## src/rtl/core/tde_pkg.sv

```systemverilog
// shared types, constants and helper functions of the trajectory derivative engine
// no dependencies
`default_nettype none

package tde_pkg;

  localparam int CMDQ_DEPTH   = 2;
  localparam int CMDQ_AW      = $clog2(CMDQ_DEPTH);
  localparam int RESQ_DEPTH   = 4;
  localparam int RESQ_AW      = $clog2(RESQ_DEPTH);
  localparam int CORDIC_STEPS = 28;
  localparam int SQRT_STEPS   = 32;
  localparam int DIV_W        = 56;
  localparam int DEN_W        = 33;
  localparam int DIV_CW       = $clog2(DIV_W);

  localparam logic signed [33:0] PI_Q28      = 34'sd843314857;
  localparam logic [17:0]        SPEED_SCALE = 18'd256000;
  localparam logic signed [40:0] CURV_SCALE  = 41'sd125;
  localparam logic signed [53:0] ACCEL_SCALE = 54'sd1000000;

  typedef enum logic [3:0] {
    B_IDLE,
    B_SQUARE,
    B_SUM,
    B_SQRT,
    B_NORM,
    B_CORDIC,
    B_SPEED,
    B_CURV,
    B_ACCEL,
    B_EMIT
  } back_state_t;

  // one classified point, handed from front to back
  typedef struct packed {
    logic               single;
    logic               has_prev;
    logic               fin;
    logic signed [32:0] dx;
    logic signed [32:0] dy;
    logic [31:0]        dur;
  } cmd_t;

  typedef struct packed {
    logic [31:0] heading;
    logic [31:0] speed;
    logic [31:0] curvature;
    logic [31:0] accel;
    logic        div_fault;
    logic        run_end;
  } res_t;

  typedef struct packed {
    logic             start;
    logic [DIV_W-1:0] num;
    logic [DEN_W-1:0] den;
  } div_req_t;

  typedef struct packed {
    logic             busy;
    logic             done;
    logic [DIV_W-1:0] quo;
  } div_rsp_t;

  // arctan(2^-i) in q0.28
  function automatic logic [27:0] atan_at(input logic [4:0] i);
    logic [27:0] v;
    case (i)
      5'd0:    v = 28'd210828714;
      5'd1:    v = 28'd124459457;
      5'd2:    v = 28'd65760959;
      5'd3:    v = 28'd33381290;
      5'd4:    v = 28'd16755422;
      5'd5:    v = 28'd8385879;
      5'd6:    v = 28'd4193963;
      5'd7:    v = 28'd2097109;
      5'd8:    v = 28'd1048571;
      5'd9:    v = 28'd524287;
      5'd10:   v = 28'd262144;
      5'd11:   v = 28'd131072;
      5'd12:   v = 28'd65536;
      5'd13:   v = 28'd32768;
      5'd14:   v = 28'd16384;
      5'd15:   v = 28'd8192;
      5'd16:   v = 28'd4096;
      5'd17:   v = 28'd2048;
      5'd18:   v = 28'd1024;
      5'd19:   v = 28'd512;
      5'd20:   v = 28'd256;
      5'd21:   v = 28'd128;
      5'd22:   v = 28'd64;
      5'd23:   v = 28'd32;
      5'd24:   v = 28'd16;
      5'd25:   v = 28'd8;
      5'd26:   v = 28'd4;
      5'd27:   v = 28'd2;
      default: v = 28'd0;
    endcase
    return v;
  endfunction

  function automatic logic [31:0] sat_s34(input logic signed [33:0] v);
    logic [31:0] r;
    if (v > 34'sd2147483647) begin
      r = 32'h7fff_ffff;
    end else if (v < -34'sd2147483648) begin
      r = 32'h8000_0000;
    end else begin
      r = v[31:0];
    end
    return r;
  endfunction

  // sign and magnitude quotient to saturated signed 32 bits
  function automatic logic [31:0] sat_quo_s(input logic neg, input logic [DIV_W-1:0] q);
    logic [31:0] r;
    if (!neg) begin
      r = (q > DIV_W'(32'h7fff_ffff)) ? 32'h7fff_ffff : q[31:0];
    end else begin
      r = (q > DIV_W'(32'h8000_0000)) ? 32'h8000_0000 : 32'(-q[31:0]);
    end
    return r;
  endfunction

  function automatic logic [31:0] sat_quo_u(input logic [DIV_W-1:0] q);
    return (q[DIV_W-1:32] != '0) ? 32'hffff_ffff : q[31:0];
  endfunction

endpackage

`default_nettype wire

```

## src/rtl/core/tde_div.sv

```systemverilog
// shared unsigned restoring divider, one quotient bit per cycle
// uses tde_pkg
`default_nettype none

module tde_div (
  input  wire logic          clk,
  input  wire logic          rst,
  input  tde_pkg::div_req_t  req,
  output tde_pkg::div_rsp_t  rsp
);
  import tde_pkg::*;

  logic [DIV_W-1:0]  n;
  logic [DEN_W-1:0]  den;
  logic [DEN_W-1:0]  rem, rem_next;
  logic [DEN_W:0]    rem2;
  logic              qbit;
  logic [DIV_CW-1:0] cnt;
  logic              busy, done;

  always_comb begin
    rem2     = {rem, n[DIV_W-1]};
    qbit     = (rem2 >= {1'b0, den});
    rem_next = qbit ? DEN_W'(rem2 - {1'b0, den}) : rem2[DEN_W-1:0];
    rsp.busy = busy;
    rsp.done = done;
    rsp.quo  = n;
  end

  always_ff @(posedge clk) begin
    if (rst) begin
      busy <= 1'b0;
      done <= 1'b0;
      cnt  <= '0;
    end else begin
      done <= 1'b0;
      if (req.start) begin
        busy <= 1'b1;
        cnt  <= '0;
      end else if (busy) begin
        cnt <= cnt + 1'b1;
        if (cnt == DIV_CW'(DIV_W-1)) begin
          busy <= 1'b0;
          done <= 1'b1;
        end
      end
    end
  end

  // dividend register shifts out and collects the quotient
  always_ff @(posedge clk) begin
    if (req.start) begin
      n   <= req.num;
      den <= req.den;
      rem <= '0;
    end else if (busy) begin
      n   <= {n[DIV_W-2:0], qbit};
      rem <= rem_next;
    end
  end

endmodule

`default_nettype wire

```

## config.mk

```make
export PLATFORM = sky130hd
export DESIGN_NAME = tde_div
export DESIGN_NICKNAME = d
export VERILOG_FILES = /design/src/rtl/core/tde_pkg.sv /design/src/rtl/core/tde_div.sv
export SDC_FILE = /design/constraint.sdc
export NUM_CORES = 1
export LEC_CHECK = 0
export ABC_AREA = 1
export BUFFER_PORTS_ARGS = -buffer_cell sky130_fd_sc_hd__buf_2
export CAP_MARGIN = 20
export CORE_AREA = 2 2 149 107
export DETAILED_ROUTE_END_ITERATION = 10
export DIE_AREA = 0 0 151 109
export PLACE_DENSITY = 0.77
export SLEW_MARGIN = 10
export SYNTH_ARGS = -nofsm -noshare
export SYNTH_HDL_FRONTEND = slang
export SYNTH_SLANG_ARGS = --single-unit
```

## constraint.sdc

```tcl
create_clock -name clk -period 3.3 [get_ports clk]
set_clock_uncertainty 0.15 [all_clocks]
set_input_delay 0.33 -clock clk [delete_from_list [all_inputs] [get_ports clk]]
set_output_delay 0.33 -clock clk [all_outputs]
set_load 0.01 [all_outputs]
```

Word-level counts from Yosys, hierarchy flattened
Index checks and enable logic that the tools add are counted.
{"block": "op_classes", "addsub": 2, "mul": 0, "div": 0, "magnitude_cmp": 1, "eq_ne": 1, "shift": 0, "n_mux": 7, "n_bitwise": 1, "reduce_logical": 3}
{"cell": "56-bit two-way mux", "n": 2}
{"cell": "34-bit by 33-bit greater-or-equal comparator with 1-bit output", "n": 1}
{"cell": "33-bit two-way mux", "n": 1}
{"cell": "33-bit subtractor", "n": 1}
{"cell": "6-bit by 1-bit adder with 6-bit output, second input constant", "n": 1}
{"cell": "6-bit == test, second input constant", "n": 1}
{"cell": "1-bit two-way mux", "n": 4}
{"cell": "3-bit OR reduction", "n": 1}
{"cell": "2-bit nonzero test", "n": 1}
{"cell": "2-bit OR reduction", "n": 1}
{"cell": "1-bit NOT", "n": 1}
{"block": "word_totals", "regBits": 130, "latchBits": 0, "mem_bits_rw": 0, "rom_bits": 0, "input_bits": 92, "out_inout_bits": 58, "wordCells": 21, "mem_count": 0}

Longest topological paths before layout
{"block": "depth", "ltp_word": 4, "ltp_mapped": 18, "depth_no_buf": 17}

Least setup slack after synthesis
OpenSTA, ideal clock, no wires.
{"block": "synth_timing", "path_type": "input to register", "from": "input port req[89] (netlist name)", "to": "register n[0] (enable)", "setup_time_ps": 410, "t_arrival_ps": 1956, "required_time_ps": 2740, "path_slack_ps": 784, "stages": 4, "n_path_buf": 2, "cell_sequence": "clkbuf_1 > nor2_1 > clkbuf_1 > inv_1"}
{"block": "synth_between", "elab_chain_len": 1}
{"element": "from (decl)", "line_no": "tde_div.sv:8", "rtl": "input tde_pkg::div_req_t req,"}
{"element": "2-bit nonzero test (no source line)"}
{"element": "to (signal assigned)", "line_no": "tde_div.sv:53", "rtl": "n <= req.num;"}
{"element": "to (signal assigned)", "line_no": "tde_div.sv:57", "rtl": "n <= {n[DIV_W-2:0], qbit};"}
{"element": "to (decl)", "line_no": "tde_div.sv:13", "rtl": "logic [DIV_W-1:0] n;"}
Every way passes these cells.
A chain may end at the register's enable or synchronous reset.

Worst setup path in the final report
{"block": "layout_timing", "from": "register n[55]", "to": "register rem[28]"}
{"block": "layout_between", "elab_chain_len": 2, "elab_cells_between_ends": 3, "cone_classes": "add/sub: 1; order compare: 1; mux: 1"}
{"element": "33-bit subtractor or 34-bit by 33-bit greater-or-equal comparator with 1-bit output (tied branches)", "line_no": "tde_div.sv:24, tde_div.sv:23"}
{"element": "33-bit two-way mux (*)", "line_no": "tde_div.sv:24", "rtl": "rem_next = qbit ? DEN_W'(rem2 - {1'b0, den}) : rem2[DEN_W-1:0];"}
{"element": "to (signal assigned)", "line_no": "tde_div.sv:58", "rtl": "rem <= rem_next;"}
{"element": "to (decl)", "line_no": "tde_div.sv:15", "rtl": "logic [DEN_W-1:0] rem, rem_next;"}
Every way passes the cells marked *; elsewhere a longest branch is shown, timed or not.

==> key figures <==
Status
  • Status: completed

Yosys
  • Post-synth ARST share: 0%
  • Number of flops mapped to enable cells by yosys: 89
  • Dominant synthesized flop cell: edfxtp_1
  • Post-Syn Nets: 1247
  • Cell count after synthesis: 1120
  • Yosys warns: 0
  • Seq/Total Area, Yosys: 43.0%
  • Post-synthesis sequential element count: 130
  • Mapped Area: between 0.008 and 0.009 sq mm
  • Mean Syn Cell Area: 7.26 sq um
  • Yosys cell types: 41

Floorplan
  • DIE HEIGHT: around 110 microns
  • Core area: 0.0151 sq mm
  • Initial core utilization: 53.8%
  • Cell Rows: 38
  • Die width: 151 microns
  • Die ar.: between 0.015 and 0.02 sq mm
  • # IOs: 150

Timing
  • Fin Hold WS: 0.0164 ns
  • Slew @ Worst Pin: 0.586 ns
  • Final period util: 84.1%
  • Hold Fails Final Rpt: 0
  • Fin crit period: 2.78 ns
  • Setup TNS: 0 ns
  • Post-route setup slack: ~0.52 ns
  • Final setup fails: 0
  • Max Transition Viols Final: 0
  • Max Clock Freq: about 360 MHz
  • Worst slew margin: 60.9%
  • RSZ-0062 raised after global routing: no

Setup path
  • Crit path max fanout: 26
  • Arrival @ worst endpoint: 2.94 ns
  • CP Class: reg2reg
  • Critical Path Start Type: register
  • Critical Path RT: 3.46 ns
  • CP endpoint kind: register

Final layout
  • Diodes inserted: 0
  • Area Growth Syn to Fin: 22.5%
  • Final net count: 1426
  • Share of post-route cells with drive strength above 1: 17.5%
  • Fin cells: roughly 1500
  • # fillers: about 1300

Placement
  • Placed Cells: 1447
  • Final GP Congestion: 0.968
  • Pre-CTS setup slack: 0.568 ns
  • HPWL Detailed: 15.4 mm
  • Port bufs: 149

GRT
  • Vias in the first global route: 6898
  • Gr usage total: a little over a quarter
  • Initial antenna violation count: 0
  • Global route overflow: 0
  • Largest net degree at the start of global routing: 50
  • First-pass GRT wire length: around 34 mm

Power and ir drop
  • Lkg Pwr: about 5.4 nW
  • Peak supply drop: 0.307 mV
  • PD cells: 440 mW/mm^2

Clock network
  • Clock buffer depth: 2
  • Clock sinks: 130
  • Clock transition at path regs: 0.07 ns
  • Post-CTS setup buffers: 0
  • CTS tree: built
  • CTS Buf Count: 17
  • Clock latency on the worst-skew pair: 0.42 ns
  • Htree depth: 4
  • CTS root buffer: clkbuf_16

Routing
  • Drt drc: 0
  • Routed WL: 21.6 mm
  • Drt pass-1 iters: 5
  • Via count: 7568
  • Final ANT Viol Nets: 0
  • Via density: 5.01
  • DR iter-0 viols: 815
  • Avg WL per Cell: 14.3 microns

Min path
  • Worst hold path class: in2reg

Flow run
  • MaxCap Viol Count: 0
-- synthesized netlist by cell type (3+ instances only) --
library cell / n / area, sq um
nand2_2: 8 / 50.1
xnor2_1: 14 / 123
a21oi_1: 21 / 105
dfxtp_1: 41 / 821
and2_1: 6 / 37.5
inv_2: 6 / 22.5
ha_1: 34 / 425
nor2_2: 6 / 37.5
a31oi_1: 3 / 18.8
inv_1: 167 / 627
buf_6: 3 / 33.8
nand4_1: 4 / 25.0
nand2_1: 519 / 1950
nand3_1: 55 / 275
nor2_1: 42 / 158
clkbuf_1: 12 / 45.0
buf_1: 4 / 15.0
buf_2: 4 / 20.0
nor3_1: 11 / 55.1
buf_4: 7 / 52.6
nand3b_1: 38 / 285
edfxtp_1: 89 / 2670
nand2_4: 4 / 45.0
-- critical path: stages, from the launching register on --
cell	delay, ns
edfxtp_1	0.40
inv_1	0.09
ha_1	0.14
inv_1	0.07
fa_1	0.41
nand2_1	0.10
nand2_2	0.07
nand3_2	0.07
nand2_2	0.08
nand2_2	0.08
nand2_4	0.07
nand2_4	0.07
nand2_4	0.06
nand2_4	0.30
buf_4	0.25
nand3b_1	0.09
nand3_1	0.10
nand2_1	0.06
-- what timing repair did --
action | 4_1_cts | 5_1_grt
resized for setup | 0 | 0
endpoints found under the hold margin | 33 | 0
hold buffers | 33 | 0
-- metrics by stage --
step / util, % / instance area (sq um) / power, mW
detailed placement: 59.8 / 9040 / 2.48
finish: 65.9 / 9960 / 4.38
CTS: 65.9 / 9960 / 4.39
floorplan: - / 8130 / 2.26
global placement: 59.8 / 9040 / 2.47
global route: 65.9 / 9960 / 4.54
-- logic make-up after synthesis --
kind of cell    count (synthesis)  share of synthesized area, %
simple gates                  707                          37.9
buf+inv                       204                          10.1
flops                         130                          43.0
fa+ha+maj                      35                          5.48
compound gates                 29                          1.94
xor+xnor                       15                          1.62
-- cell type report --
type	instances	area (sq um)	area share, %
Timing Repair Buffer	190	1150	11.6
Sequential cell	130	3490	35.1
Clock buffer	17	425	4.27
Tap cell	200	250	2.51
Clock inverter	15	163	1.63
Multi-Input combinational cell	786	3820	38.4
Inverter	174	653	6.56
-- flip-flops by register name, indices dropped and copies added, names as in the netlist --
signal	flops
busy	1
done	1
cnt	6
rem	33
den	33
n	56
-- power breakdown --
part	internal (mW)	total, mW	switching, mW
logic	0.223	0.568	0.345
clock network	1.07	1.89	0.822
registers	1.87	1.92	0.0490
total	3.17	4.38	1.22
-- placed cells by master (no fill, tap or decap), types with 3 or more instances in the layout --
cell	count
and2_1	6
inv_6	6
clkinv_4	3
nand2_4	4
nand4_1	4
nand3_1	55
buf_2	148
inv_1	166
dlygate4sd3_1	33
buf_4	8
inv_2	7
a31oi_1	3
a21oi_1	21
clkbuf_16	17
nand3b_1	38
nor3_1	11
dfxtp_1	41
nor2_1	40
edfxtp_1	89
nand2_1	519
nand2_2	8
xnor2_1	14
ha_1	34
nor2_2	8
-- layer usage --
metal  vias up  wire, microns  track usage [%]
met2       248           9570             40.5
li1       3823              -                -
met3        14           1520             6.23
met1      3483          10400             39.1
met5         -              0                0
met4         0            150             5.27
-- worst paths after layout --
| check | end | cells after the start | from | slack [ns] |
|---|---|---|---|---|
| max | rem[28]$_SDFFE_PP0P_ | 17 | n[55]$_DFFE_PP_ | 0.52 |
| min | n[14]$_DFFE_PP_ | 3 | req[47] | 0.02 |
| max reg2reg | rem[28]$_SDFFE_PP0P_ | 17 | n[55]$_DFFE_PP_ | 0.52 |
| min reg2reg | rem[15]$_SDFFE_PP0P_ | 2 | rem[15]$_SDFFE_PP0P_ | 0.32 |
Note: power is estimated with default switching activity, not from simulation.
