File: config.mk
export PLATFORM = sky130hd
export DESIGN_NAME = tde_cmdq
export DESIGN_NICKNAME = d
export VERILOG_FILES = /design/src/rtl/core/tde_pkg.sv /design/src/rtl/core/tde_cmdq.sv
export SDC_FILE = /design/constraint.sdc
export NUM_CORES = 1
export LEC_CHECK = 0
export BUFFER_PORTS_ARGS = -buffer_cell sky130_fd_sc_hd__buf_2
export CAP_MARGIN = 5
export CORE_MARGIN = 2
export CORE_UTILIZATION = 40
export CTS_CLUSTER_SIZE = 28
export DETAILED_ROUTE_END_ITERATION = 6
export GPL_ROUTABILITY_DRIVEN = 1
export HOLD_SLACK_MARGIN = 0.15
export SYNTH_ARGS = -nofsm -noshare
export SYNTH_HDL_FRONTEND = slang
export SYNTH_SLANG_ARGS = --single-unit
File: constraint.sdc
create_clock -name clk -period 9.71 [get_ports clk]
set_input_delay 0.4855 -clock clk [delete_from_list [all_inputs] [get_ports clk]]
set_output_delay 0.4855 -clock clk [all_outputs]
set_load 0.02 [all_outputs]
File: src/rtl/core/tde_pkg.sv
// shared types, constants and helper functions of the trajectory derivative engine
// no dependencies
`default_nettype none

package tde_pkg;

  localparam int CMDQ_DEPTH   = 2;
  localparam int CMDQ_AW      = $clog2(CMDQ_DEPTH);
  localparam int RESQ_DEPTH   = 4;
  localparam int RESQ_AW      = $clog2(RESQ_DEPTH);
  localparam int CORDIC_STEPS = 28;
  localparam int SQRT_STEPS   = 32;
  localparam int DIV_W        = 56;
  localparam int DEN_W        = 33;
  localparam int DIV_CW       = $clog2(DIV_W);

  localparam logic signed [33:0] PI_Q28      = 34'sd843314857;
  localparam logic [17:0]        SPEED_SCALE = 18'd256000;
  localparam logic signed [40:0] CURV_SCALE  = 41'sd125;
  localparam logic signed [53:0] ACCEL_SCALE = 54'sd1000000;

  typedef enum logic [3:0] {
    B_IDLE,
    B_SQUARE,
    B_SUM,
    B_SQRT,
    B_NORM,
    B_CORDIC,
    B_SPEED,
    B_CURV,
    B_ACCEL,
    B_EMIT
  } back_state_t;

  // one classified point, handed from front to back
  typedef struct packed {
    logic               single;
    logic               has_prev;
    logic               fin;
    logic signed [32:0] dx;
    logic signed [32:0] dy;
    logic [31:0]        dur;
  } cmd_t;

  typedef struct packed {
    logic [31:0] heading;
    logic [31:0] speed;
    logic [31:0] curvature;
    logic [31:0] accel;
    logic        div_fault;
    logic        run_end;
  } res_t;

  typedef struct packed {
    logic             start;
    logic [DIV_W-1:0] num;
    logic [DEN_W-1:0] den;
  } div_req_t;

  typedef struct packed {
    logic             busy;
    logic             done;
    logic [DIV_W-1:0] quo;
  } div_rsp_t;

  // arctan(2^-i) in q0.28
  function automatic logic [27:0] atan_at(input logic [4:0] i);
    logic [27:0] v;
    case (i)
      5'd0:    v = 28'd210828714;
      5'd1:    v = 28'd124459457;
      5'd2:    v = 28'd65760959;
      5'd3:    v = 28'd33381290;
      5'd4:    v = 28'd16755422;
      5'd5:    v = 28'd8385879;
      5'd6:    v = 28'd4193963;
      5'd7:    v = 28'd2097109;
      5'd8:    v = 28'd1048571;
      5'd9:    v = 28'd524287;
      5'd10:   v = 28'd262144;
      5'd11:   v = 28'd131072;
      5'd12:   v = 28'd65536;
      5'd13:   v = 28'd32768;
      5'd14:   v = 28'd16384;
      5'd15:   v = 28'd8192;
      5'd16:   v = 28'd4096;
      5'd17:   v = 28'd2048;
      5'd18:   v = 28'd1024;
      5'd19:   v = 28'd512;
      5'd20:   v = 28'd256;
      5'd21:   v = 28'd128;
      5'd22:   v = 28'd64;
      5'd23:   v = 28'd32;
      5'd24:   v = 28'd16;
      5'd25:   v = 28'd8;
      5'd26:   v = 28'd4;
      5'd27:   v = 28'd2;
      default: v = 28'd0;
    endcase
    return v;
  endfunction

  function automatic logic [31:0] sat_s34(input logic signed [33:0] v);
    logic [31:0] r;
    if (v > 34'sd2147483647) begin
      r = 32'h7fff_ffff;
    end else if (v < -34'sd2147483648) begin
      r = 32'h8000_0000;
    end else begin
      r = v[31:0];
    end
    return r;
  endfunction

  // sign and magnitude quotient to saturated signed 32 bits
  function automatic logic [31:0] sat_quo_s(input logic neg, input logic [DIV_W-1:0] q);
    logic [31:0] r;
    if (!neg) begin
      r = (q > DIV_W'(32'h7fff_ffff)) ? 32'h7fff_ffff : q[31:0];
    end else begin
      r = (q > DIV_W'(32'h8000_0000)) ? 32'h8000_0000 : 32'(-q[31:0]);
    end
    return r;
  endfunction

  function automatic logic [31:0] sat_quo_u(input logic [DIV_W-1:0] q);
    return (q[DIV_W-1:32] != '0) ? 32'hffff_ffff : q[31:0];
  endfunction

endpackage

`default_nettype wire

File: src/rtl/core/tde_cmdq.sv
// short command queue between front and back end
// uses tde_pkg
`default_nettype none

module tde_cmdq (
  input  wire logic          clk,
  input  wire logic          rst,
  input  wire logic          wr_en,
  input  tde_pkg::cmd_t      wr_data,
  output logic               full,
  input  wire logic          rd_en,
  output tde_pkg::cmd_t      rd_data,
  output logic               empty
);
  import tde_pkg::*;

  cmd_t               entries [CMDQ_DEPTH];
  logic [CMDQ_AW-1:0] wr_ptr, rd_ptr;
  logic [CMDQ_AW:0]   count;

  assign full    = (count == (CMDQ_AW+1)'(CMDQ_DEPTH));
  assign empty   = (count == '0);
  assign rd_data = entries[rd_ptr];

  always_ff @(posedge clk) begin
    if (rst) begin
      wr_ptr <= '0;
      rd_ptr <= '0;
      count  <= '0;
    end else begin
      if (wr_en) begin
        wr_ptr <= wr_ptr + 1'b1;
      end
      if (rd_en) begin
        rd_ptr <= rd_ptr + 1'b1;
      end
      count <= count + (CMDQ_AW+1)'(wr_en) - (CMDQ_AW+1)'(rd_en);
    end
  end

  always_ff @(posedge clk) begin
    if (wr_en) begin
      entries[wr_ptr] <= wr_data;
    end
  end

endmodule

`default_nettype wire

# After elaboration in Yosys (flattened, before gate mapping)
# Memory sizes are Yosys's and may differ from the RTL's. A register that Yosys moved wholly into a read port is not among the register bits.
# Cells that the tools add are included.
[classes]
n_addsub = 4
n_eq_ne = 1
n_mux = 4
n_reduce_logical = 1
[ops]
columns = ["op", "count"]
rows = [
  ["$mux W1", 4],
  ["$add A1 B1 Y1 const B", 2],
  ["$add A2 B1 Y2", 1],
  ["$eq A2 B2 Y1 const B", 1],
  ["$logic_not A2 Y1", 1],
  ["$sub A2 B1 Y2", 1],
]
[word_totals]
register_bits = 4
mem_bits_rw = 202
in_bits = 105
output_inout_bits = 103
wordCells = 14
n_memories = 1
[memory_table]
columns = ["memory", "words", "width", "read_ports", "rd_ports_with_merged_regs", "write_ports", "line_no", "source"]
rows = [
  ["entries", 2, 101, 1, 1, 1, "tde_cmdq.sv:17", "cmd_t entries [CMDQ_DEPTH];"],
]

# Logic depth before layout (Yosys ltp)
# Gate-level depths: netlist (run 1).
[depth]
word_depth = 3
depth_mapped = 6
depth_no_buf = 6

# Worst setup path after synthesis (run 1)
# OpenSTA, ideal clock, no wires.
[synth_path]
kind = "input port to flip-flop"
from = "in wr_en"
to = "mem entries[0][0] in the netlist's numbering (enable)"
setup_time_ns = 0.574
arrival_time_ns = 4.880
t_required_ns = 9.136
path_slack_ns = 4.256
stages = 1
n_path_buf = 0
path_cell_list = "nor2b_1"
[synth_between]
elab_chain_len = 2
[synth_rtl]
columns = ["item", "line_no", "source"]
rows = [
  ["start, declared", "tde_cmdq.sv:8", "input wire logic wr_en,"],
  ["$mux W1", "tde_cmdq.sv:42", "if (wr_en) begin"],
  ["$mux W1 (implied by the code)", "tde_cmdq.sv:43", "entries[wr_ptr] <= wr_data;"],
  ["end, declared", "tde_cmdq.sv:17", ""],
]
# No other way between the ends.

==> flow_summary.toml, run 1 <==
[drt]
first_iter_violations = 213
remaining_drc_errors = 0
routed-via-count = 3865
viasPerCell = 4.58
antenna_violating_nets_post_route = 0
dr.pass1.iters = 4
detail_route.wl_per_cell_um = 16.5
finalWirelength_um = 13900

[global_routing]
initial_antenna_violation_count = 6
globalRouteTotalUtil = 0.129
first_global_vias = 4151
global_route_wire_length_before_repair_um = 21500
overflow = 0
grt_start_max_net_pins = 60

[synthesis]
synth.ff_latch_count = 207
seq_area_frac_synth = 0.775
mappedNetlistArea_um2 = 7950
synth_top_cell_area_share = 0.763
yosysWarnings = 0
yosysTopAreaCell = "sky130_fd_sc_hd__edfxtp_1"
syn_nets = 442
netlist_instances = 335
synthesized_area_per_cell_um2 = 23.7
synth_area_leaders = "sky130_fd_sc_hd__edfxtp_1 (76%), sky130_fd_sc_hd__mux2_4 (17%), sky130_fd_sc_hd__buf_12 (2.3%)"
synth.lib_cells_used.distinct = 14

[timing]
finalClockSkew_ns = 0.00599
max_freq_mhz = 337
final_hold_viol_count = 0
max_slew.worst_pin.slew_ns = 0.823
max_slew_margin = 0.451
slew_violations = 0
rsz0062_at_grt = "no"
setup_viol = 0
setup-tns-final_ns = 0
min_period_ns = 2.97
post-route-period-util = 0.305

[cts]
tritoncts = "yes"
clk_pin_slew_ns = 0.06
tritoncts_sink_count = 207
postCtsHoldBufs = 0
clk_latency_worst_skew_pair_ns = 0.48
clk_path_buf_depth = 3
cts_post_setup_buffers_inserted = 0
cts-buffers-inserted = 22
clock_tree.root_cell = "sky130_fd_sc_hd__clkbuf_16"
htree_num_levels = 1
postCtsResizedCells = 0

[worst_setup_path]
rr_worst_depth = 2
setup.worst_path.start_class = "register"
worstReg2RegStart = "wr_ptr"
worst_path_class_setup = "register to primary output"
critical_path_required_ns = 9.22
cp-end-kind = "primary output"
timing.critical_path.arrival_ns = 2.48
critPathMaxFanout = 37
crit_reg_reg_endpoint = "entries[1][55]"
reg2reg_setup_slack_ns = 7.53

[flow_run]
max_cap_violations = 0

[min_path]
hp-start = "wr_data[100]"
hold-path-cell-count = 1
hp-class = "primary input to register"
min_delay_worst_endpoint = "entries[1][100]"

[finish]
fin_nets = 667
flow.area_growth_from_synthesis_pct = 23.6
fillers = 1615
regArea_um2 = 6170
drive_gt1_frac = 0.595
layoutNonFillerInstCount = 843
multi_input_area_um2 = 1590

[floorplan]
core-area_um2 = 19500
initial_core_util = 0.409
ioPinCount = 208
rows = 51
chipWidth_um = 145
die_area_um2 = 21000
chipHeight_um = 145

[place]
dp_hpwl_um = 9170
placed_cells_incl_taps = 801
io_buffers = 207
routability_congestion = 0.715

[run_status]
outcome = "complete, no violations"

[power_and_ir_drop]
leakagePower_nw = 3.86
total_power_mw = 2.08
power.density_nw_per_um2 = 212
vdd_drop_max_uv = 169
==> placed cells by master, fill, tap and decap left out, drive strengths merged <==
master / n
and2: 1
buf: 212
clkbuf: 32
clkinv: 5
clkinvlp: 2
dfxtp: 5
diode: 3
edfxtp: 202
ha: 2
inv: 2
mux2: 101
nor2: 5
nor2b: 3
xnor2: 2
xnor3: 1
==> kinds of logic (layout without fill, tap and decap cells) <==
| family | Yosys count | count (layout) | share of synthesized area |
|---|---|---|---|
| buf+inv | 13 | 253 | 0.0256 |
| flops | 207 | 207 | 0.775 |
| other cells | 0 | 3 | 0 |
| mux | 101 | 101 | 0.185 |
| xor+xnor | 3 | 3 | 0.00503 |
| simple gates | 9 | 9 | 0.00551 |
| fa+ha+maj | 2 | 2 | 0.00315 |
==> power breakdown <==
part           internal, mW  leakage (nW)  total [mW]  switching, mW
sequential             1.04          1.94        1.07         0.0210
clock                 0.434         0.305       0.743          0.310
combinational         0.127          1.62       0.276          0.149
==> cells in the mapped netlist, drive strengths merged <==
| library cell | count |
|---|---|
| nor2 | 5 |
| buf | 11 |
| and2 | 1 |
| xnor3 | 1 |
| inv | 2 |
| ha | 2 |
| dfxtp | 5 |
| xnor2 | 2 |
| mux2 | 101 |
| nor2b | 3 |
| edfxtp | 202 |
==> through the flow <==
stage          instance area, um^2  worst slack (ns)  utilization  hold slack, ns
2_1_floorplan                 7950              4.26            -           0.480
5_1_grt                       9820              6.60        0.505           0.158
4_1_cts                       9820              6.68        0.505           0.159
3_5_place_dp                  9180              7.21        0.471           0.499
6_report                      9830              6.74        0.505           0.183
3_3_place_gp                  9180              7.26        0.471           0.496
==> sequential cells by signal, summed over array words and instances, names as in the netlist, named ones only <==
name,count
count,2
wr_ptr,1
rd_ptr,1
entries,202
==> critical path, cell delays in order, from the launching register on <==
cell and delay (ns):
sky130_fd_sc_hd__dfxtp_4 0.75, sky130_fd_sc_hd__buf_4 0.64, sky130_fd_sc_hd__mux2_2 0.41, sky130_fd_sc_hd__buf_2 0.16
==> how the worst max path moves through the flow <==
stage | start | end
finish | register | rd_data[95]
global route | register | rd_data[94]
floorplan | wr_en | entries[0][0]
global placement | register | rd_data[94]
detailed placement | register | rd_data[95]
CTS | register | rd_data[95]
==> routing by layer <==
layer,part of all wire,vias to the layer above,wire length [um],global-route usage
met4,0.025,4,350,0.0446
met1,0.42,1885,5800,0.158
met2,0.46,160,6370,0.209
met5,0.0022,-,30,0
li1,-,1781,-,-
met3,0.10,35,1400,0.0497
==> layout make-up <==
class	instances	area share
flip-flops and latches	207	0.628
inverters	2	0.000764
repair buffers	212	0.109
well taps	265	0.0337
clock inverters	7	0.00356
multi-input cells	115	0.162
diodes	3	0.000764
clock buffers	32	0.0620
No activity file was read; power rests on OpenSTA's default activity.
==> run 2: changes to the inputs <==
- clock period: 9.71 -> 2.97 ns (I/O delays scaled with it)
==> run 2 against run 1 <==
  * Setup slack got worse by 6.0 ns
  * Clock skew up 0.00083 ns
  * Die area unchanged
  * Non-clock buffer count is 107 higher
  * Critical endpoint is now rd_data[8]
  * Largest power group unchanged
==> flow_summary.toml, run 2 (synthesis gave the netlist of run 1 again) <==
[worst_setup_path]
worstReg2RegStart = "wr_ptr"
rr_worst_depth = 2
critPathMaxFanout = 50
cp-end-kind = "primary output"
critical_path_required_ns = 2.82
setup.worst_path.start_class = "register"
reg2reg_setup_slack_ns = 1.35
timing.critical_path.arrival_ns = 2.12
worst_path_class_setup = "register to primary output"
crit_reg_reg_endpoint = "entries[1][90]"

[min_path]
min_delay_worst_endpoint = "entries[0][13]"
hold-path-cell-count = 2
hp-start = "wr_data[13]"
hp-class = "primary input to register"

[timing]
max_freq_mhz = 441
post-route-period-util = 0.763
finalClockSkew_ns = 0.00682
max_slew.worst_pin.slew_ns = 0.591
final_hold_viol_count = 0
max_slew_margin = 0.606
min_period_ns = 2.27
setup-tns-final_ns = 0
timing.hold.ws_ns = 0.381
slew_violations = 0
setup_viol = 0
rsz0062_at_grt = "no"

[place]
io_buffers = 207
placed_cell_area_um2 = 9230
dp_hpwl_um = 9380
routability_congestion = 0.721
placed_cells_incl_taps = 803

[global_routing]
grt_use_met1 = 0.159
global_route_wire_length_before_repair_um = 23300
grt_start_max_net_pins = 53
initial_antenna_violation_count = 1
globalRouteTotalUtil = 0.138
grtUsageMet3 = 0.0384
grt-busiest-layer = "met2"
grt_use_met2 = 0.247
first_global_vias = 4655
overflow = 0

[drt]
detail_route.wl_per_cell_um = 15.7
viasPerCell = 4.46
first_iter_violations = 154
finalWirelength_um = 14900
routed-via-count = 4229
dr.pass1.iters = 4
antenna_violating_nets_post_route = 0
remaining_drc_errors = 0

[floorplan]
die_area_um2 = 21000
initial_core_util = 0.409
chipWidth_um = 145
chipHeight_um = 145
rows = 51
ioPinCount = 208
core-area_um2 = 19500

[cts]
clock_tree.root_cell = "sky130_fd_sc_hd__clkbuf_16"
tritoncts_sink_count = 207
htree_num_levels = 1
clk_latency_worst_skew_pair_ns = 0.49
clk_path_buf_depth = 3
clk_pin_slew_ns = 0.06
cts-buffers-inserted = 22
tritoncts = "yes"

[power_and_ir_drop]
power.density_nw_per_um2 = 641
vdd_drop_max_uv = 418
leakagePower_nw = 4.35

[finish]
flow.area_growth_from_synthesis_pct = 37.8
final_cell_mix = "sky130_fd_sc_hd__buf_2 (207), sky130_fd_sc_hd__edfxtp_1 (202), sky130_fd_sc_hd__dlygate4sd3_1 (105)"
drive_gt1_frac = 0.510
layoutNonFillerInstCount = 949
regMostFlops = "entries"
final_common_cell = "sky130_fd_sc_hd__buf_2"
fin_nets = 774
largest_registers = "entries x202, count x2"
largest_register_ff_count = 202
final_area_um2 = 11000
final_core_util = 0.563

[flow_run]
max_cap_violations = 0

[run_status]
outcome = "complete, no violations"
run 2: layout make-up:
| type | instances | area, um^2 |
|---|---|---|
| tap | 265 | 332 |
| fill | 1509 | 8500 |
| multi-input combinational | 115 | 1590 |
| clock inverter | 13 | 85.1 |
| sequential | 207 | 6170 |
| clock buffer | 27 | 591 |
| antenna | 1 | 2.50 |
| inverter | 2 | 7.51 |
| timing repair buffer | 319 | 2180 |
run 2: what timing repair did:
action / CTS / global route
resized for setup: 0 / 0
buffers inserted: 0 / 0
endpoints found under the hold margin: 213 / 0
hold buffers: 105 / 0
run 2: per-stage QoR:
stage,setup WS (ns),total power [mW]
5_1_grt,0.601,7.31
4_1_cts,0.664,7.13
3_3_place_gp,1.22,4.46
6_report,0.705,7.03
3_5_place_dp,1.19,4.48
2_1_floorplan,0.706,4.20
run 2: layer usage:
layer,vias to the layer above,share of wire
li1,1993,-
met1,2060,0.40
met2,144,0.50
met3,32,0.070
met4,0,0.026
met5,-,0
run 2: critical path, stage by stage (launching register included):
cell                      delay (ns)
sky130_fd_sc_hd__dfxtp_4        0.66
sky130_fd_sc_hd__buf_12         0.41
sky130_fd_sc_hd__mux2_4         0.34
sky130_fd_sc_hd__buf_2          0.16
run 2: report_power, final:
group / switching, mW / internal, mW
Sequential: 0.0647 / 3.41
Combinational: 0.521 / 0.515
Clock: 1.02 / 1.49
Total: 1.61 / 5.42
run 2: how the worst max path moves through the flow:
stage / from / to / slack [ns] / cells past startpoint
final: register / rd_data[8] / 0.70 / 3
after global routing: register / rd_data[12] / 0.60 / 3
after CTS: register / rd_data[10] / 0.66 / 3
after detailed placement: register / rd_data[10] / 1.19 / 3
after global placement: register / rd_data[13] / 1.22 / 3
after floorplan: wr_ptr / entries[0][0] / 0.71 / 1
