--- config.mk ---
export PLATFORM = sky130hd
export DESIGN_NAME = tde_front
export DESIGN_NICKNAME = d
export VERILOG_FILES = /design/src/rtl/core/tde_pkg.sv /design/src/rtl/core/tde_front.sv
export SDC_FILE = /design/constraint.sdc
export NUM_CORES = 1
export LEC_CHECK = 0
export ABC_AREA = 1
export BUFFER_PORTS_ARGS = -buffer_cell sky130_fd_sc_hd__buf_2
export CORE_ASPECT_RATIO = 1.1
export CORE_MARGIN = 5
export CORE_UTILIZATION = 62
export DETAILED_ROUTE_END_ITERATION = 8
export PLACE_DENSITY = 0.88
export SLEW_MARGIN = 10
export SYNTH_ARGS = -nofsm -noshare
export SYNTH_HDL_FRONTEND = slang
export SYNTH_SLANG_ARGS = --single-unit
--- constraint.sdc ---
create_clock -name clk -period 14.07 [get_ports clk]
set_clock_uncertainty 0.1 [all_clocks]
set_input_delay 2.814 -clock clk [delete_from_list [all_inputs] [get_ports clk]]
set_output_delay 2.814 -clock clk [all_outputs]
set_load 0.02 [all_outputs]
--- src/rtl/core/tde_pkg.sv ---
// shared types, constants and helper functions of the trajectory derivative engine
// no dependencies
`default_nettype none

package tde_pkg;

  localparam int CMDQ_DEPTH   = 2;
  localparam int CMDQ_AW      = $clog2(CMDQ_DEPTH);
  localparam int RESQ_DEPTH   = 4;
  localparam int RESQ_AW      = $clog2(RESQ_DEPTH);
  localparam int CORDIC_STEPS = 28;
  localparam int SQRT_STEPS   = 32;
  localparam int DIV_W        = 56;
  localparam int DEN_W        = 33;
  localparam int DIV_CW       = $clog2(DIV_W);

  localparam logic signed [33:0] PI_Q28      = 34'sd843314857;
  localparam logic [17:0]        SPEED_SCALE = 18'd256000;
  localparam logic signed [40:0] CURV_SCALE  = 41'sd125;
  localparam logic signed [53:0] ACCEL_SCALE = 54'sd1000000;

  typedef enum logic [3:0] {
    B_IDLE,
    B_SQUARE,
    B_SUM,
    B_SQRT,
    B_NORM,
    B_CORDIC,
    B_SPEED,
    B_CURV,
    B_ACCEL,
    B_EMIT
  } back_state_t;

  // one classified point, handed from front to back
  typedef struct packed {
    logic               single;
    logic               has_prev;
    logic               fin;
    logic signed [32:0] dx;
    logic signed [32:0] dy;
    logic [31:0]        dur;
  } cmd_t;

  typedef struct packed {
    logic [31:0] heading;
    logic [31:0] speed;
    logic [31:0] curvature;
    logic [31:0] accel;
    logic        div_fault;
    logic        run_end;
  } res_t;

  typedef struct packed {
    logic             start;
    logic [DIV_W-1:0] num;
    logic [DEN_W-1:0] den;
  } div_req_t;

  typedef struct packed {
    logic             busy;
    logic             done;
    logic [DIV_W-1:0] quo;
  } div_rsp_t;

  // arctan(2^-i) in q0.28
  function automatic logic [27:0] atan_at(input logic [4:0] i);
    logic [27:0] v;
    case (i)
      5'd0:    v = 28'd210828714;
      5'd1:    v = 28'd124459457;
      5'd2:    v = 28'd65760959;
      5'd3:    v = 28'd33381290;
      5'd4:    v = 28'd16755422;
      5'd5:    v = 28'd8385879;
      5'd6:    v = 28'd4193963;
      5'd7:    v = 28'd2097109;
      5'd8:    v = 28'd1048571;
      5'd9:    v = 28'd524287;
      5'd10:   v = 28'd262144;
      5'd11:   v = 28'd131072;
      5'd12:   v = 28'd65536;
      5'd13:   v = 28'd32768;
      5'd14:   v = 28'd16384;
      5'd15:   v = 28'd8192;
      5'd16:   v = 28'd4096;
      5'd17:   v = 28'd2048;
      5'd18:   v = 28'd1024;
      5'd19:   v = 28'd512;
      5'd20:   v = 28'd256;
      5'd21:   v = 28'd128;
      5'd22:   v = 28'd64;
      5'd23:   v = 28'd32;
      5'd24:   v = 28'd16;
      5'd25:   v = 28'd8;
      5'd26:   v = 28'd4;
      5'd27:   v = 28'd2;
      default: v = 28'd0;
    endcase
    return v;
  endfunction

  function automatic logic [31:0] sat_s34(input logic signed [33:0] v);
    logic [31:0] r;
    if (v > 34'sd2147483647) begin
      r = 32'h7fff_ffff;
    end else if (v < -34'sd2147483648) begin
      r = 32'h8000_0000;
    end else begin
      r = v[31:0];
    end
    return r;
  endfunction

  // sign and magnitude quotient to saturated signed 32 bits
  function automatic logic [31:0] sat_quo_s(input logic neg, input logic [DIV_W-1:0] q);
    logic [31:0] r;
    if (!neg) begin
      r = (q > DIV_W'(32'h7fff_ffff)) ? 32'h7fff_ffff : q[31:0];
    end else begin
      r = (q > DIV_W'(32'h8000_0000)) ? 32'h8000_0000 : 32'(-q[31:0]);
    end
    return r;
  endfunction

  function automatic logic [31:0] sat_quo_u(input logic [DIV_W-1:0] q);
    return (q[DIV_W-1:32] != '0) ? 32'hffff_ffff : q[31:0];
  endfunction

endpackage

`default_nettype wire

--- src/rtl/core/tde_front.sv ---
// front end: takes points, keeps the prior point, forms segment differences
// and classifies each point into a command for the back end; uses tde_pkg
`default_nettype none

module tde_front (
  input  wire logic          clk,
  input  wire logic          rst,
  input  wire logic          push,
  output logic               full,
  input  wire logic [31:0]   pos_x,
  input  wire logic [31:0]   pos_y,
  input  wire logic [31:0]   stamp,
  input  wire logic          final_point,
  input  wire logic          cq_full,
  output logic               cq_push,
  output tde_pkg::cmd_t      cq_wr
);
  import tde_pkg::*;

  logic [31:0] prior_x, prior_y, prior_stamp;
  logic [1:0]  points_seen;
  logic        accept;

  assign full   = cq_full;
  assign accept = push && !cq_full;

  always_comb begin
    cq_wr          = '0;
    cq_wr.fin      = final_point;
    cq_wr.has_prev = (points_seen == 2'd2);
    cq_wr.single   = (points_seen == 2'd0);
    cq_wr.dx       = $signed({pos_x[31], pos_x}) - $signed({prior_x[31], prior_x});
    cq_wr.dy       = $signed({pos_y[31], pos_y}) - $signed({prior_y[31], prior_y});
    cq_wr.dur      = stamp - prior_stamp;
    // the first point of a run only loads the prior point, unless it is also the final point
    cq_push        = accept && (points_seen != 2'd0 || final_point);
  end

  always_ff @(posedge clk) begin
    if (rst) begin
      points_seen <= 2'd0;
    end else if (accept) begin
      if (final_point) begin
        points_seen <= 2'd0;
      end else if (points_seen == 2'd0) begin
        points_seen <= 2'd1;
      end else begin
        points_seen <= 2'd2;
      end
    end
  end

  always_ff @(posedge clk) begin
    if (accept && !final_point) begin
      prior_x     <= pos_x;
      prior_y     <= pos_y;
      prior_stamp <= stamp;
    end
  end

endmodule

`default_nettype wire

* After elaboration in Yosys (flattened, before gate mapping)
Index checks and enable logic that the tools add are counted.
Cells by class: add/subtract/negate cells 3, equal/unequal tests 1, muxes and demuxes 2, reductions and logical operators 8
Operators by type and width (count):
- subtractor 32 x 32 -> 33 bit | 2
- subtractor 32 bit | 1
- two-way mux 2 bit | 2
- logical AND 1 bit | 3
- equality test 2 bit (second input constant) | 1
- logical NOT 1 bit | 2
- logical NOT 2 bit | 1
- nonzero test 2 bit | 1
- logical OR 1 bit | 1
Word-level totals: register bits after elaboration 98, input port bits 101, logic and storage cells 18

* Depth between registers and ports, before layout
Gate-level depths: netlist of run 1.
word-level depth 3, gate-level depth with buffers 14

* Worst setup path before layout of run 1
OpenSTA, ideal clock, no wires.
path kind input to register, start input push, end register points_seen[1], arrival time 7.741 ns, required time 13.889 ns, slack 6.148 ns, cell stages on the path 6, path buffers 0, cell sequence inv_1 -> nor2_1 -> inv_1 -> nor2_1 -> o21ai_0 -> a21oi_1
On the way: word-level cells in the longest chain between the ends 1
Ends and longest elaborated chain:
- from (decl) | line tde_front.sv:8 | input wire logic push,
- logical AND 1 bit | line tde_front.sv:25 | assign accept = push && !cq_full;
- to (signal assigned) | line tde_front.sv:41 | points_seen <= 2'd0;
- to (signal assigned) | line tde_front.sv:44 | points_seen <= 2'd0;
- to (signal assigned) | line tde_front.sv:46 | points_seen <= 2'd1;
- to (decl) | line tde_front.sv:21 | logic [1:0] points_seen;
Every way passes these cells. A chain may end at the register's enable or synchronous reset.

==> results.toml, run 1 <==
[logic_synthesis]
synthTopCellsByCount = "nand2_1, inv_1, nor2_1, edfxtp_1, ha_1"
syn-cell-area_um2 = 10600
yosys.area_share.adder_pct = 11.7
ys_ff_latch = 98
yosys.area.top_type_share_pct = 27.1
synth_edf_count = 96
ys_seq_area_share_pct = 27.5
synth.most_common_cell = "nand2_1"
synth_top_family_by_area = "simple AND/OR/NAND/NOR gates"
synth_compound_area_share_pct = 3.65
synth_mux_area_share_pct = 0
netlist_instances = 1765
synth_cell_type_count = 24
synthXorXnorAreaFrac_pct = 3.71
synth_fp_nets = 1964
synth_top_cell_by_area = "edfxtp_1"
synth_simple_gate_area_share_pct = 36.7
ys.flop_type = "edfxtp_1"
synth_area_leaders = "edfxtp_1, nand2_1, inv_1, ha_1, nor2_1"
ys_warn_count = 0
async_flop_share_pct = 0
avgSynthCellArea_um2 = 6.03

[floorplan]
die_w_um = 135
start_util_pct = 62.7
fp.coreArea_um2 = 17000
dieArea_um2 = 19900
chipHeight_um = 147
num_rows = 50
io-pin-count = 204

[global_route]
grt_pass1_vias = 10202
grt_max_degree = 71
antenna_found_initial = 1
grt_pass1_wl_mm = 45.5
grt_use_total_pct = 27.6
grt-ovfl-total = 0

[final_layout]
final_layout_size_suffix_gt1_share_pct = 12.4
syn2layout_area_growth_pct = 14.9
nFillCells = 1457
fin_area_um2 = 12200
nets = 2176

[timing]
tns_ns = 0
hold_ws_ns = 0.425
max_freq_ghz = 0.132
worst_pin_slew_ns = 0.930
final_hold_viol_count = 0
finalMaxSlewViolations = 0
grt_setup_unrepaired = "false"
setup_violations = 0
slew_headroom_pct = 38.0
period_minus_slack_ns = 7.59
fin_crit_sh_pct = 54.0

[clock_network]
cts_resized = 0
cts.sinks = 98
clk_pin_slew_ns = 0.07
cts_buffer_depth = 2
post-cts-setup-buffer-count = 0
cts_hold_buffers = 0
numCtsBuffers = 9
htree_levels = 3
root_buffer = "clkbuf_16"
cts_tree = "yes"
clk_latency_ns = 0.35

[placed_design]
place.gp.congestion = 0.948
dpl_cell_area_um2 = 11900
portBuffers = 203
hpwl_mm = 23.0

[power]
ir_drop_mv = 0.0553
power_leakage_nw = 7.83
power_per_cell_area_nw_per_um2 = 84.0
fin_total_pwr_mw = 1.03

[worst_setup_path]
slowest_delay_ns = 0.42
start_kind = "input pin"
worstSetupPathType = "in2out"
worstPathRequired_ns = 11.16
worst_path_most_repeated_cell = "nand2_1"
cp_slowest_cell = "fa_1"
critPathMaxFanout = 3
cp.arrival_ns = 4.68
worstPathCellList = "buf_2, inv_1, ha_1, fa_1, inv_1, nand2_1, nand2_1, nand3_1, nand2_1, nand2_1, nand2_2, nand2_1, nand2_1, nand2_1, nand2_1, buf_2"
cp-end-kind = "output pin"
rr_worst_depth = 3

[min_path]
hold_depth = 2
hold_path_class = "reg2reg"

[drt]
dr.pass1.iters = 6
vias = 10876
post_drt_via_cell_ratio = 4.91
drt_iter0_drc = 731
drc = 0
wl_mm = 27.8
ant_nets = 0
wl_per_cell_um = 12.5

[job]
drv_cap = 0

[outcome]
status = "complete, no violations"
-- where the power goes --
part / internal (mW) / leakage, nW / switching (mW)
sequential: 0.336 / 0.898 / 0.00404
combinational: 0.145 / 6.79 / 0.295
clock: 0.126 / 0.140 / 0.120
total: 0.607 / 7.83 / 0.419
-- logic make-up (layout without fill, tap and decap cells) --
| group | Yosys count | count (layout) |
|---|---|---|
| AO/OA/AOI/OAI | 72 | 72 |
| flip-flops | 98 | 98 |
| buffers and inverters | 472 | 689 |
| adder cells (fa/ha/maj) | 98 | 98 |
| other | 0 | 1 |
| AND/OR/NAND/NOR | 980 | 980 |
| XOR/XNOR | 45 | 45 |
-- registers in the layout, indices dropped and copies added (netlist names) --
name and cells:
prior_x 32, points_seen 2, prior_y 32, prior_stamp 32
-- cell type report --
type	count	area, um^2	share of cell area, %
Tap cell	234	293	2.40
Clock inverter	5	36.3	0.297
Timing Repair Buffer	204	1020	8.38
Clock buffer	11	243	1.99
Inverter	469	1760	14.4
Multi-Input combinational cell	1195	5940	48.6
Sequential cell	98	2920	23.9
Antenna cell	1	2.50	0.0205
-- critical path: cells and delay by family --
family / cells / cell delay [ns]
AND/OR/NAND/NOR: 10 / 0.82
adder cells (fa/ha/maj): 2 / 0.64
buffers and inverters: 4 / 0.40
-- per-stage QoR --
stage,instances,worst slack [ns],util [%]
final,2217,6.48,72.1
after global routing,2217,6.29,72.1
after CTS,2216,6.49,72.1
after detailed placement,2200,6.50,70.4
after global placement,2200,6.60,70.4
after floorplan,1765,6.15,-
-- worst paths after layout --
check,startpoint,to,slack (ns)
worst max-delay path,pos_x[0],cq_wr[97],6.48
worst min-delay path,points_seen[1],points_seen[1],0.43
worst max register to register,points_seen[1],points_seen[0],13.16
worst min register to register,points_seen[1],points_seen[1],0.43
-- cell usage in the layout, fill, tap and decap left out, types with 4 or more instances in the layout --
cell	instances
nor2_1	126
and2_1	5
nor3_1	8
o21bai_1	4
nand3_2	4
nand4_1	13
nand2_1	731
ha_1	95
xor2_1	39
buf_2	203
edfxtp_1	96
xnor2_1	6
a21oi_1	62
inv_1	469
clkbuf_16	9
nand3_1	70
nand2_2	16
-- per-layer routing --
layer	track usage, %	vias up	part of all wire, %
met5	0	-	0
met4	7.54	0	1.7
met3	4.90	41	7.9
met2	47.9	415	48
met1	35.3	4749	43
li1	-	5671	-
Note: power is estimated with default switching activity, not from simulation.
==> run 2: changes to the inputs <==
--- a/config.mk
+++ b/config.mk
@@ -9,9 +9,9 @@
 export BUFFER_PORTS_ARGS = -buffer_cell sky130_fd_sc_hd__buf_2
 export CORE_ASPECT_RATIO = 1.1
 export CORE_MARGIN = 5
-export CORE_UTILIZATION = 62
+export CORE_UTILIZATION = 58
 export DETAILED_ROUTE_END_ITERATION = 8
-export PLACE_DENSITY = 0.88
+export PLACE_DENSITY = 0.83
 export SLEW_MARGIN = 10
 export SYNTH_ARGS = -nofsm -noshare
 export SYNTH_HDL_FRONTEND = slang
==> constraint.sdc (replaced) <==
create_clock -name clk -period 7.2 [get_ports clk]
set_clock_uncertainty 0.1 [all_clocks]
set_input_delay 1.44 -clock clk [delete_from_list [all_inputs] [get_ports clk]]
set_output_delay 1.44 -clock clk [all_outputs]
set_load 0.02 [all_outputs]
==> run 2 against run 1 <==
Compared with the run above: sequential power rose by 95%; global-route usage fell by 2.2 points; power up 99%; design area is 0.40% higher; wire length shrank 1.1%; sequential share of layout area is 0.095 points lower; setup slack worse by 4.1 ns; core utilization down 4.7 points; critical path type unchanged; critical endpoint unchanged; largest cell class unchanged; highest routed layer unchanged.
==> results.toml, run 2 (synthesized netlist as in run 1, its figures left out) <==
[placed_design]
dpl_worst_slack_ns = 2.39
portBuffers = 203
place.gp.congestion = 0.934
dpl_cell_area_um2 = 12000
hpwl_mm = 23.1

[worst_setup_path]
critPathMaxFanout = 3
cp-end-kind = "output pin"
rr_startpoint = "points_seen[1]"
worstPathRequired_ns = 5.66
worstReg2RegEnd = "points_seen[0]"
cp.arrival_ns = 3.31
start_kind = "input pin"
rr_worst_depth = 3
r2r_slack_ns = 6.31
worstSetupPathType = "in2out"

[clock_network]
cts_tree = "yes"
cts_buffer_depth = 2
cts.sinks = 98
cts_resized = 0
root_buffer = "clkbuf_16"
clk_pin_slew_ns = 0.07
htree_levels = 3
post-cts-setup-buffer-count = 0
clk_latency_ns = 0.35
numCtsBuffers = 9
cts_hold_buffers = 0

[min_path]
hold_path_class = "reg2reg"
min_to = "points_seen[1]"
hold_depth = 2
holdCritStartpoint = "points_seen[1]"

[drt]
wl_met3_mm = 1.65
ant_nets = 0
wl_met2_mm = 13.0
drc = 0
drt_iter0_drc = 652
post_drt_via_cell_ratio = 4.84
wl_per_cell_um = 12.3
highest_layer = "met4"
dr.pass1.iters = 5
vias = 10788
wl_mm = 27.5
wl_met1_mm = 12.3

[global_route]
grt_use_total_pct = 25.3
grt_pass1_wl_mm = 45.2
grt_max_degree = 54
antenna_found_initial = 1
grt-ovfl-total = 0
grt_pass1_vias = 10021

[final_layout]
final_cell_mix = "nand2_1, inv_1, buf_2, nor2_1, edfxtp_1"
top_regs = "prior_stamp: 32 flops, prior_x: 32 flops, prior_y: 32 flops"
syn2layout_area_growth_pct = 15.3
nFillCells = 1733
layout_commonest_cell = "nand2_1"
final_layout_size_suffix_gt1_share_pct = 12.4
fin_area_um2 = 12300
fin_util_pct = 67.3
nets = 2177

[power]
power_leakage_nw = 7.84
fin_total_pwr_mw = 2.04
ir_drop_mv = 0.116
power_per_cell_area_nw_per_um2 = 166

[timing]
max_freq_ghz = 0.206
setup_violations = 0
fin_crit_sh_pct = 67.3
grt_setup_unrepaired = "false"
finalMaxSlewViolations = 0
fin_ws_ns = 2.35
worst_pin_slew_ns = 0.733
period_minus_slack_ns = 4.85
slew_headroom_pct = 51.1
tns_ns = 0
final_hold_viol_count = 0

[job]
drv_cap = 0

[floorplan]
start_util_pct = 58.4
fp.coreArea_um2 = 18200
chipHeight_um = 152
die_w_um = 139
num_rows = 52
io-pin-count = 204
dieArea_um2 = 21200

[outcome]
status = "complete, no violations"
run 2: cell count changes in the layout (fill, tap and decap cells not counted), sizes merged:
cell,before,now
buf,204,205
bufinv,0,1
clkbuf,11,13
clkinv,3,0
clkinvlp,0,1
diode,1,2
inv,471,470
run 2: worst max path at each step:
stage | startpoint | end | slack, ns | cells past startpoint
after detailed placement | pos_x[0] | cq_wr[97] | 2.39 | 16
after global routing | pos_x[0] | cq_wr[85] | 2.17 | 16
after global placement | pos_x[0] | cq_wr[97] | 2.48 | 16
after floorplan | push | points_seen[1] | 0.65 | 6
after CTS | pos_x[0] | cq_wr[97] | 2.38 | 16
final | pos_x[0] | cq_wr[97] | 2.35 | 16
run 2: worst max-delay path, stage by stage:
cell and delay (ns):
buf_2 0.09, inv_1 0.04, ha_1 0.23, fa_1 0.42, inv_1 0.11, nand2_1 0.07
nand2_1 0.08, nand3_1 0.08, nand2_1 0.16, nand2_1 0.08, nand2_2 0.11, nand2_1 0.08
nand2_1 0.06, nand2_1 0.06, nand2_1 0.05, buf_2 0.15
run 2: per-layer routing:
layer | up-vias | global-route usage (%)
li1 | 5663 | -
met1 | 4737 | 32.8
met2 | 343 | 44.3
met3 | 45 | 3.58
met4 | 0 | 6.90
met5 | - | 0
run 2: final cells by class:
cell class / instances / area, um^2 / share of cell area (%)
clock inverter: 3 / 46.3 / 0.377
sequential: 98 / 2920 / 23.8
timing repair buffer: 205 / 1030 / 8.40
multi-input combinational: 1195 / 5940 / 48.4
tap: 243 / 304 / 2.48
inverter: 469 / 1760 / 14.3
antenna: 2 / 5.00 / 0.0408
clock buffer: 13 / 260 / 2.12
run 2: metrics by stage:
step           hold slack [ns]  std cells
3_3_place_gp             0.394       2210
5_1_grt                  0.453       2227
3_5_place_dp             0.401       2210
6_report                 0.413       2228
4_1_cts                  0.413       2226
2_1_floorplan            0.374       1765
run 2: where the power goes:
group          internal, mW  switching [mW]  total, mW  leakage (nW)
registers             0.656         0.00753      0.663         0.898
logic                 0.284           0.574      0.858          6.80
clock network         0.291           0.225      0.516         0.146
total                  1.23           0.807       2.04          7.84
==> run 3: changes to the inputs <==
--- a/config.mk
+++ b/config.mk
@@ -9,9 +9,9 @@
 export BUFFER_PORTS_ARGS = -buffer_cell sky130_fd_sc_hd__buf_2
 export CORE_ASPECT_RATIO = 1.1
 export CORE_MARGIN = 5
-export CORE_UTILIZATION = 58
+export CORE_UTILIZATION = 52
 export DETAILED_ROUTE_END_ITERATION = 8
-export PLACE_DENSITY = 0.83
+export PLACE_DENSITY = 0.79
 export SLEW_MARGIN = 10
 export SYNTH_ARGS = -nofsm -noshare
 export SYNTH_HDL_FRONTEND = slang
==> constraint.sdc (replaced) <==
create_clock -name clk -period 4.4 [get_ports clk]
set_clock_uncertainty 0.1 [all_clocks]
set_input_delay 0.88 -clock clk [delete_from_list [all_inputs] [get_ports clk]]
set_output_delay 0.88 -clock clk [all_outputs]
set_load 0.02 [all_outputs]
==> run 3 against run 2 <==
Compared with the run above: critical path depth unchanged; register-to-register slack worse by 2.8 ns; setup slack worse by 1.6 ns; core utilization down 6.0 points; design area about the same; highest routed layer unchanged.
==> results.toml, run 3 (synthesized netlist as in run 1, its figures left out) <==
[clock_network]
htree_levels = 3
numCtsBuffers = 9
post-cts-setup-buffer-count = 0
root_buffer = "clkbuf_16"
cts_resized = 0
cts_buffer_depth = 2
cts.sinks = 98
cts_tree = "yes"
clk_latency_ns = 0.35
cts_hold_buffers = 0
clk_pin_slew_ns = 0.07

[final_layout]
top_regs = "prior_stamp: 32 flops, prior_x: 32 flops, prior_y: 32 flops"
layout_commonest_cell = "nand2_1"
fin_area_um2 = 12300
nFillCells = 1938
final_layout_size_suffix_gt1_share_pct = 12.3
diodes = 0
multi_input_area_um2 = 5940
seq_area_um2 = 2920
nets = 2177
syn2layout_area_growth_pct = 15.3
final_cell_mix = "nand2_1, inv_1, buf_2, nor2_1, edfxtp_1"
final_cells = 2235

[floorplan]
chipHeight_um = 160
dieArea_um2 = 23400
io-pin-count = 204
die_w_um = 146
num_rows = 54
start_util_pct = 53.2
fp.coreArea_um2 = 20000

[worst_setup_path]
cp.arrival_ns = 2.71
slowest_delay_ns = 0.41
start_kind = "input pin"
critPathMaxFanout = 3
worst_path_most_repeated_cell = "nand2_1"
worstPathRequired_ns = 3.42
rr_worst_depth = 3
r2r_slack_ns = 3.50
cp_slowest_cell = "fa_1"
cp-end-kind = "output pin"
rr_startpoint = "points_seen[1]"
worstReg2RegEnd = "points_seen[0]"
endpoint = "cq_wr[60]"
worstSetupPathType = "in2out"
worstPathCellList = "buf_2, inv_1, ha_1, fa_1, inv_1, nand2_1, nand2_1, nand3_1, nand2_1, nand2_1, nand2_2, nand2_1, nand2_1, nand2_1, nand2_1, buf_2"
cp-startpoint = "pos_y[0]"

[outcome]
status = "complete, no violations"

[timing]
tns_ns = 0
setup_violations = 0
period_minus_slack_ns = 3.69
max_freq_ghz = 0.271
slew_headroom_pct = 50.9
grt_setup_unrepaired = "false"
worst_pin_slew_ns = 0.736
fin_crit_sh_pct = 83.9
finalMaxSlewViolations = 0
final_hold_viol_count = 0

[drt]
wl_mm = 28.5
ant_nets = 0
vias = 10791
post_drt_via_cell_ratio = 4.83
dr.pass1.iters = 5
wl_per_cell_um = 12.8
drc = 0
drt_iter0_drc = 617

[power]
p_sw_mw = 1.33
comb_power_share_pct = 42.6
power_per_cell_area_nw_per_um2 = 271
clkPwrFrac_pct = 24.7
ir_drop_mv = 0.237
swShare_pct = 39.9
internal_power_mw = 2.00
seq_power_share_pct = 32.7
power_leakage_nw = 7.83
fin_total_pwr_mw = 3.32

[job]
drv_cap = 0

[min_path]
hold_path_class = "reg2reg"

[global_route]
grt_pass1_vias = 10197
grt_use_total_pct = 24.4
grt_max_degree = 53
grt_pass1_wl_mm = 47.8
grt-ovfl-total = 0
antenna_found_initial = 0

[placed_design]
hpwl_mm = 24.0
place.gp.congestion = 0.963
placed_cells = 2219
portBuffers = 203
dpl_cell_area_um2 = 12000
run 3: cell types whose count changed in the layout (fill, tap and decap cells not counted):
cell	previous run	this run
clkbuf_8	2	1
inv_6	1	0
diode_2	2	0
clkbuf_1	2	4
run 3: routing by layer:
metal  up-vias  wire length (um)  GRT usage [%]
li1       5677                 -              -
met1      4756             12800           32.2
met2       324             13500           41.9
met3        34              1700           3.32
met4         0               524           6.67
met5         -                 0              0
run 3: how the worst min path moves through the flow:
stage	from	end	cells after the start
after global routing	points_seen[1]	points_seen[1]	2
after detailed placement	points_seen[1]	points_seen[1]	2
after floorplan	points_seen[1]	points_seen[1]	2
final	points_seen[1]	points_seen[1]	2
after global placement	points_seen[1]	points_seen[1]	2
after CTS	points_seen[1]	points_seen[1]	2
run 3: stage by stage:
step	utilization (%)	setup slack [ns]	hold WS [ns]
3_3_place_gp	59.8	0.804	0.394
5_1_grt	61.3	0.523	0.465
4_1_cts	61.3	0.725	0.426
2_1_floorplan	-	0.138	0.374
6_report	61.3	0.707	0.428
3_5_place_dp	59.8	0.729	0.413
run 3: area by class of cell:
cell class	count	area share, %
Multi-Input combinational cell	1195	48.4
Timing Repair Buffer	205	8.41
Sequential cell	98	23.8
Clock inverter	2	0.306
Tap cell	252	2.57
Clock buffer	14	2.07
Inverter	469	14.4
run 3: critical path: cells and delay by family:
kind	cells	cell delay, ns
AND/OR/NAND/NOR	10	0.82
adder cells (fa/ha/maj)	2	0.62
buffers and inverters	4	0.40
run 3: power by group through the flow:
stage          Combinational (mW)  Sequential, mW  Clock [mW]
2_1_floorplan               0.963            1.10           0
3_3_place_gp                 1.39            1.10           0
3_5_place_dp                 1.41            1.11           0
4_1_cts                      1.41            1.09       0.841
5_1_grt                      1.58            1.09       0.879
6_report                     1.41            1.09       0.821
